[config.mk]
export PLATFORM = sky130hd
export DESIGN_NAME = sorted_priority_queue_core
export DESIGN_NICKNAME = d
export VERILOG_FILES = /design/src/rtl/spq_pkg.sv /design/src/rtl/spq_cell.sv /design/src/rtl/sorted_priority_queue_core.sv
export VERILOG_INCLUDE_DIRS = /design/src /design/src/rtl
export SDC_FILE = /design/constraint.sdc
export NUM_CORES = 2
export LEC_CHECK = 0
export ABC_AREA = 1
export BUFFER_PORTS_ARGS = -buffer_cell sky130_fd_sc_hd__buf_4
export CORE_MARGIN = 2
export CORE_UTILIZATION = 69
export CTS_CLUSTER_DIAMETER = 50
export CTS_CLUSTER_SIZE = 20
export DETAILED_ROUTE_END_ITERATION = 12
export MAX_ROUTING_LAYER = met4
export PLACE_DENSITY = 0.86
export SETUP_SLACK_MARGIN = 0.4
export SLEW_MARGIN = 5
export SYNTH_ARGS = -nofsm -noshare
export SYNTH_HDL_FRONTEND = slang
export SYNTH_HIERARCHICAL = 1
export SYNTH_SLANG_ARGS = --single-unit
[constraint.sdc]
create_clock -name clk -period 11.4 [get_ports clk]
set_input_delay 1.14 -clock clk [delete_from_list [all_inputs] [get_ports clk]]
set_output_delay 1.14 -clock clk [all_outputs]
set_load 0.005 [all_outputs]
[src/rtl/sorted_priority_queue_core_defines.svh]
// assertion macros shared by the sorted priority queue rtl
// no dependencies; assertions compile away when SYNTHESIS is defined
`ifndef SORTED_PRIORITY_QUEUE_CORE_DEFINES_SVH
`define SORTED_PRIORITY_QUEUE_CORE_DEFINES_SVH

`ifndef SYNTHESIS
// checked property, ignored while reset is asserted
`define SPQ_ASSERT(label, prop) \
  label: assert property (@(posedge clk) disable iff (!rst_n) prop) \
    else $error("spq assertion failed");
// checked property, also during reset
`define SPQ_ASSERT_ALWAYS(label, prop) \
  label: assert property (@(posedge clk) prop) \
    else $error("spq assertion failed");
`else
`define SPQ_ASSERT(label, prop)
`define SPQ_ASSERT_ALWAYS(label, prop)
`endif

`endif

[src/rtl/spq_pkg.sv]
// shared types and constants for the sorted priority queue
// no dependencies
package spq_pkg;

  localparam int QUEUE_DEPTH = 16;
  localparam int CNT_W       = $clog2(QUEUE_DEPTH + 1);
  localparam int VALUE_W     = 32;
  localparam int PRIO_W      = 16;
  localparam int OUT_CNT_W   = 5;
  localparam int ERR_W       = 2;

  // request codes
  typedef enum logic {
    CMD_PUSH = 1'b0,
    CMD_POP  = 1'b1
  } cmd_t;

  // error codes
  localparam logic [ERR_W-1:0] ERR_OK    = 2'd0;
  localparam logic [ERR_W-1:0] ERR_FULL  = 2'd1;
  localparam logic [ERR_W-1:0] ERR_EMPTY = 2'd2;

  // one stored entry
  typedef struct packed {
    logic signed [VALUE_W-1:0] value;
    logic [PRIO_W-1:0]         prio;
  } entry_t;

  // shift control broadcast to every cell
  typedef struct packed {
    logic push;
    logic pop;
  } cell_ctl_t;

endpackage

[src/rtl/spq_cell.sv]
// one slot of the sorted queue: holds an entry and compares it against a push
// depends on spq_pkg
module spq_cell (
  input  logic               clk,
  input  spq_pkg::cell_ctl_t ctl,
  input  logic               occupied,
  input  spq_pkg::entry_t    new_entry,
  input  spq_pkg::entry_t    left_entry,
  input  logic               left_ins,
  input  spq_pkg::entry_t    right_entry,
  output logic               ins,
  output spq_pkg::entry_t    entry,
  output spq_pkg::entry_t    entry_nxt
);
  import spq_pkg::*;

  entry_t entry_r;

  // new entry lands here or ahead of here unless this slot holds a
  // smaller or equal priority
  assign ins = !(occupied && (entry_r.prio <= new_entry.prio));

  // next content: keep, take the new entry, shift right on push, shift left on pop
  always_comb begin
    entry_nxt = entry_r;
    if (ctl.push && ins) begin
      entry_nxt = left_ins ? left_entry : new_entry;
    end else if (ctl.pop) begin
      entry_nxt = right_entry;
    end
  end

  always_ff @(posedge clk) begin
    entry_r <= entry_nxt;
  end

  assign entry = entry_r;

endmodule

[src/rtl/sorted_priority_queue_core.sv]
// sorted priority queue: a row of compare-and-shift cells plus output register
// depends on spq_pkg, spq_cell and sorted_priority_queue_core_defines.svh
//
// Usage: every input request is a push (in_command = push, with in_item_value
// and in_item_priority) or a pop of the head entry. Each request yields exactly
// one result: the head entry after the operation (zero when empty), the empty
// flag, the entry count and an error code (push to a full queue and pop of an
// empty queue leave the contents unchanged and are flagged).
// The result is registered: it appears in the cycle after the request is accepted.
// Throughput: one request per cycle while in_stall is low; every cell compares its priority with the
// pushed one in the same cycle and shifts toward or away from the head,
// so the update never walks the row.
// Equal priorities leave in arrival order.
// Stall: the result waits in the output register while out_stall is high;
// in_stall is raised only while a held result is stalled, so a new request is
// taken in the same cycle the old result leaves.
// Reset (rst_n low, synchronous): the queue is empty and no result is pending.
// Cell contents are not cleared; only occupied cells are ever read.
`include "sorted_priority_queue_core_defines.svh"

module sorted_priority_queue_core (
  input  logic                            clk,
  input  logic                            rst_n,
  input  logic                            in_valid,
  output logic                            in_stall,
  input  logic                            in_command,
  input  logic signed [spq_pkg::VALUE_W-1:0] in_item_value,
  input  logic [spq_pkg::PRIO_W-1:0]      in_item_priority,
  output logic                            out_valid,
  input  logic                            out_stall,
  output logic signed [spq_pkg::VALUE_W-1:0] out_head_value,
  output logic [spq_pkg::PRIO_W-1:0]      out_head_priority,
  output logic                            out_is_empty,
  output logic [spq_pkg::OUT_CNT_W-1:0]   out_entry_count,
  output logic [spq_pkg::ERR_W-1:0]       out_error_code
);
  import spq_pkg::*;

  logic             accept;
  logic             is_pop;
  logic             full;
  logic             empty;
  cell_ctl_t        ctl;
  entry_t           new_entry;
  logic [CNT_W-1:0] count_r;
  logic [CNT_W-1:0] count_nxt;
  logic [ERR_W-1:0] err;
  entry_t           cur   [QUEUE_DEPTH];
  entry_t           nxt   [QUEUE_DEPTH];
  logic             ins   [QUEUE_DEPTH];

  logic                      out_valid_r;
  logic signed [VALUE_W-1:0] head_value_r;
  logic [PRIO_W-1:0]         head_priority_r;
  logic                      is_empty_r;
  logic [OUT_CNT_W-1:0]      entry_count_r;
  logic [ERR_W-1:0]          error_code_r;

  // request handshake
  assign in_stall = out_valid_r && out_stall;
  assign accept   = in_valid && !in_stall;
  assign is_pop   = (in_command == CMD_POP);
  assign full     = (count_r == CNT_W'(QUEUE_DEPTH));
  assign empty    = (count_r == '0);

  assign new_entry.value = in_item_value;
  assign new_entry.prio  = in_item_priority;

  // shift control and error decode
  always_comb begin
    ctl.push  = 1'b0;
    ctl.pop   = 1'b0;
    err       = ERR_OK;
    count_nxt = count_r;
    if (accept) begin
      if (!is_pop) begin
        if (full) begin
          err = ERR_FULL;
        end else begin
          ctl.push  = 1'b1;
          count_nxt = count_r + 1'b1;
        end
      end else begin
        if (empty) begin
          err = ERR_EMPTY;
        end else begin
          ctl.pop   = 1'b1;
          count_nxt = count_r - 1'b1;
        end
      end
    end
  end

  // row of cells, head at index zero
  for (genvar i = 0; i < QUEUE_DEPTH; i++) begin : g_cell
    spq_cell u_cell (
      .clk         (clk),
      .ctl         (ctl),
      .occupied    (CNT_W'(i) < count_r),
      .new_entry   (new_entry),
      .left_entry  ((i == 0) ? new_entry : cur[(i == 0) ? 0 : i - 1]),
      .left_ins    ((i == 0) ? 1'b0 : ins[(i == 0) ? 0 : i - 1]),
      .right_entry ((i == QUEUE_DEPTH - 1) ? cur[i] : cur[(i == QUEUE_DEPTH - 1) ? i : i + 1]),
      .ins         (ins[i]),
      .entry       (cur[i]),
      .entry_nxt   (nxt[i])
    );
  end

  // fill count and output register
  always_ff @(posedge clk) begin
    if (!rst_n) begin
      count_r     <= '0;
      out_valid_r <= 1'b0;
    end else begin
      count_r <= count_nxt;
      if (accept) begin
        out_valid_r <= 1'b1;
      end else if (!out_stall) begin
        out_valid_r <= 1'b0;
      end
    end
  end

  // result payload
  always_ff @(posedge clk) begin
    if (accept) begin
      if (count_nxt == '0) begin
        head_value_r    <= '0;
        head_priority_r <= '0;
        is_empty_r      <= 1'b1;
      end else begin
        head_value_r    <= nxt[0].value;
        head_priority_r <= nxt[0].prio;
        is_empty_r      <= 1'b0;
      end
      entry_count_r <= OUT_CNT_W'(count_nxt);
      error_code_r  <= err;
    end
  end

  assign out_valid         = out_valid_r;
  assign out_head_value    = head_value_r;
  assign out_head_priority = head_priority_r;
  assign out_is_empty      = is_empty_r;
  assign out_entry_count   = entry_count_r;
  assign out_error_code    = error_code_r;

  // checks
  `SPQ_ASSERT(a_count_bound, count_r <= CNT_W'(QUEUE_DEPTH))
  `SPQ_ASSERT(a_sorted_head, (count_r >= CNT_W'(2)) |-> (cur[0].prio <= cur[1].prio))
  `SPQ_ASSERT(a_push_grows, (accept && !is_pop && !full) |=> (count_r == $past(count_r) + 1'b1))
  `SPQ_ASSERT(a_empty_flag, accept |=> (out_valid && (out_is_empty == (count_r == '0))))
  `SPQ_ASSERT(a_pop_empty_err, (accept && is_pop && empty) |=> (out_error_code == ERR_EMPTY))

endmodule
==> reports/results.ini <==
[power]
ir_worst_vdd_mv=0.1692
p_comb_frac=0.413
share_clk_of_total_power=0.229
p_seq_frac=0.358
p_sw_uw=5574
p_total_uw=14720
swShare=0.3787
internal-power_uw=9144
p_leak_uw=0.02858
pwr_density_cell_mw_per_mm2=255.7

[sta]
timing.final.hold_violations=0
finalSetupViolCount=0
finalMaxSlewViolations=0
fmax_mhz=227.6
period_needed_ns=4.393
finClkSkew_ns=0.03474
fin_crit_sh=0.3853
fin_tns_setup_ns=0
relSlewSlack=0.1447
layout_setup_ws_ns=7.007
rsz0062_at_grt=false
worstMarginPinSlew_ns=1.278
timing.hold.ws_ns=0.5275

[critical_path]
crit_path_max_incr_delay_ns=0.92
cp-end-kind=flip-flop
cp_max_fo=187
start_kind=flip-flop
cp_data_arrival_time_ns=4.93
crit_path_end=g_cell[10].u_cell/entry[29]$_DFF_P_
critical_path_class=reg2reg
crit_start=count_r[1]$_SDFF_PN0_
r2r_end=g_cell[10].u_cell/entry[29]$_DFF_P_
path_common_cell=nand2_1
crit_required_ns=11.94
cp_top_family=simple AND/OR/NAND/NOR gates
rrSetupSlack_ns=7.01
cp_num_buf_inv=4
cp_slowest_cell=nand2_2
worstPathCellList=inv_1 -> ha_1 -> nand2_1 -> clkinv_1 -> nand2_1 -> nand2_1 -> nor2_4 -> buf_12 -> buf_4 -> nand2_2 -> nand2_1 -> nand2_1
cp.depth=12
reg2reg_from=count_r[1]$_SDFF_PN0_
r2r.worst_path.cells=12

[die]
die_h_um=283.6
die_w_um=283.6
row_count=102
core-area_mm2=0.07747
start_util=0.6963
die_area_mm2=0.08042
io_pins=111

[cells_and_area]
final_common_cell=nand2_1
final_cell_mix=nand2_1 (2,162), mux2_2 (1,280), nand3_1 (810)
area_growth_pct=6.702
nFillCells=5370
drive_above_1_share=0.2537
fin_nets=6862
layoutNonFillerInstCount=7674

[clocking]
cts_root_buffer=clkbuf_16
cts_inserted_buffers=99
cts_tree=yes
cts.sinks=830
clock_latency_ns=0.68
ctsResizeCount=0
htree_levels=3
clk_pin_slew_ns=0.07
hold_buffers=0
clockBufferDepth=3
post_cts_buffers=0

[synthesis]
synth_seq_area_share=0.3184
synth_top_family_by_area=multiplexers
synth_cell_types=28
synth-seq-cells=830
synth-simple-area-share=0.2426
synth_compound_area_frac=0.03770
synth_area_leaders=dfxtp_1 (29%), mux2_2 (27%), nand2_1 (15%)
synth_top_area_cell=dfxtp_1
synthFlopType=dfxtp_1
syn_area_mm2=0.05394
synthMuxAreaShare=0.2672
syn_nets=7050
yosysTopAreaCellShare=0.2873
netlist_instances=6737
synthAdderAreaFrac=0.06031
yosys_warnings=6
synth.avg_cell_area_um2=8.006
synthXorXnorAreaFrac=0.0001624
async_reset_ff_frac=0
synth_edf_count=56

[placement]
io_buffers=110
dp.cells=7488
dp_hpwl_um=82100
dp_worst_setup_slack_ns=6.744
gp_congestion=0.8772

[grt]
grt_max_degree=189
globalRouteMet1Util=0.4226
top_usage_layer=met2
overflow=0
grt_pass1_wl_um=223200
use_met3=0.04976
grt_use_met2=0.5566
grtUsageTotal=0.3374
grt_pass1_vias=44460
grt_antenna_before_repair=1

[detailed_routing]
first_pass_iters=6
drt_iter0_drc=4071
wl_per_cell_um=17.77
routed_wl_um=136400
via_per_inst=5.924
drcViolationCount=0
dr_total_vias=45460
antenna_left=0

[status]
status=finished, final reports clean

[min_path]
hold_class=reg2reg

[job]
maxCapViolations=0

==> kinds of logic after synthesis <==
group                    count (synthesis)
XOR/XNOR                                 1
multiplexers                          1280
other                                    1
flip-flops                             830
adder cells (fa/ha/maj)                260
AND/OR/NAND/NOR                       3139
buffers and inverters                  828
AO/OA/AOI/OAI                          398
==> synth_stat cells (16+ instances only) <==
master	instances
o21ai_0	280
mux2_2	1280
ha_1	260
nor3_2	16
buf_2	180
a21oi_1	100
dfxtp_1	774
nand2_1	2162
buf_4	33
nand4_1	21
edfxtp_1	56
inv_1	373
nor2_1	84
buf_6	66
nand2_2	37
a21o_1	16
nand3_1	810
clkbuf_1	160
==> worst min path at each step <==
| stage | from | cells past startpoint | end |
|---|---|---|---|
| after floorplan | out_valid$_SDFFE_PN0P_ | 2 | out_valid$_SDFFE_PN0P_ |
| after global placement | out_valid$_SDFFE_PN0P_ | 2 | out_valid$_SDFFE_PN0P_ |
| after detailed placement | out_valid$_SDFFE_PN0P_ | 2 | out_valid$_SDFFE_PN0P_ |
| after CTS | out_valid$_SDFFE_PN0P_ | 2 | out_valid$_SDFFE_PN0P_ |
| after global routing | out_valid$_SDFFE_PN0P_ | 2 | out_valid$_SDFFE_PN0P_ |
| final | out_valid$_SDFFE_PN0P_ | 2 | out_valid$_SDFFE_PN0P_ |
==> power by group through the flow <==
stage / Clock (uW) / Sequential (uW) / Combinational [uW]
floorplan: 0 / 4920 / 4960
global placement: 0 / 5170 / 5590
detailed placement: 0 / 5280 / 5820
CTS: 3390 / 5240 / 5980
global route: 3520 / 5440 / 6740
finish: 3370 / 5270 / 6080
==> routing by layer <==
layer	vias to the layer above	wire [um]	part of all wire
li1	22270	-	-
met5	-	0	0
met2	1775	64790	0.48
met1	21090	57860	0.42
met4	0	3437	0.025
met3	321	10280	0.075
==> layout make-up <==
cell class / count / area [um^2] / share of cell area
Clock inverter: 64 / 833.3 / 0.01448
Tap cell: 1040 / 1301 / 0.02261
Clock buffer: 121 / 2714 / 0.04715
Sequential cell: 830 / 17180 / 0.2984
Timing Repair Buffer: 151 / 1184 / 0.02057
Multi-Input combinational cell: 5079 / 32890 / 0.5714
Inverter: 388 / 1456 / 0.02531
Antenna cell: 1 / 2.502 / 0.00004348
==> tightest hold or removal path: stages, from the launching register on <==
cell	delay [ns]
dfxtp_1	0.31
nand2_1	0.10
a21oi_1	0.07
==> sequential cells by signal, summed over array words and instances (netlist names) <==
register             flops
out_valid                1
out_error_code           2
g_cell.u_cell/entry    768
count_r                  5
out_head_value          32
out_entry_count          5
out_is_empty             1
out_head_priority       16
==> metrics by stage <==
| stage | cell area (um^2) | utilization |
|---|---|---|
| after global placement | 54000 | 0.6971 |
| after detailed placement | 54000 | 0.6971 |
| final | 57550 | 0.7429 |
| after CTS | 57550 | 0.7429 |
| after floorplan | 53940 | - |
| after global routing | 57550 | 0.7429 |
(Power assumes the default switching activity.)
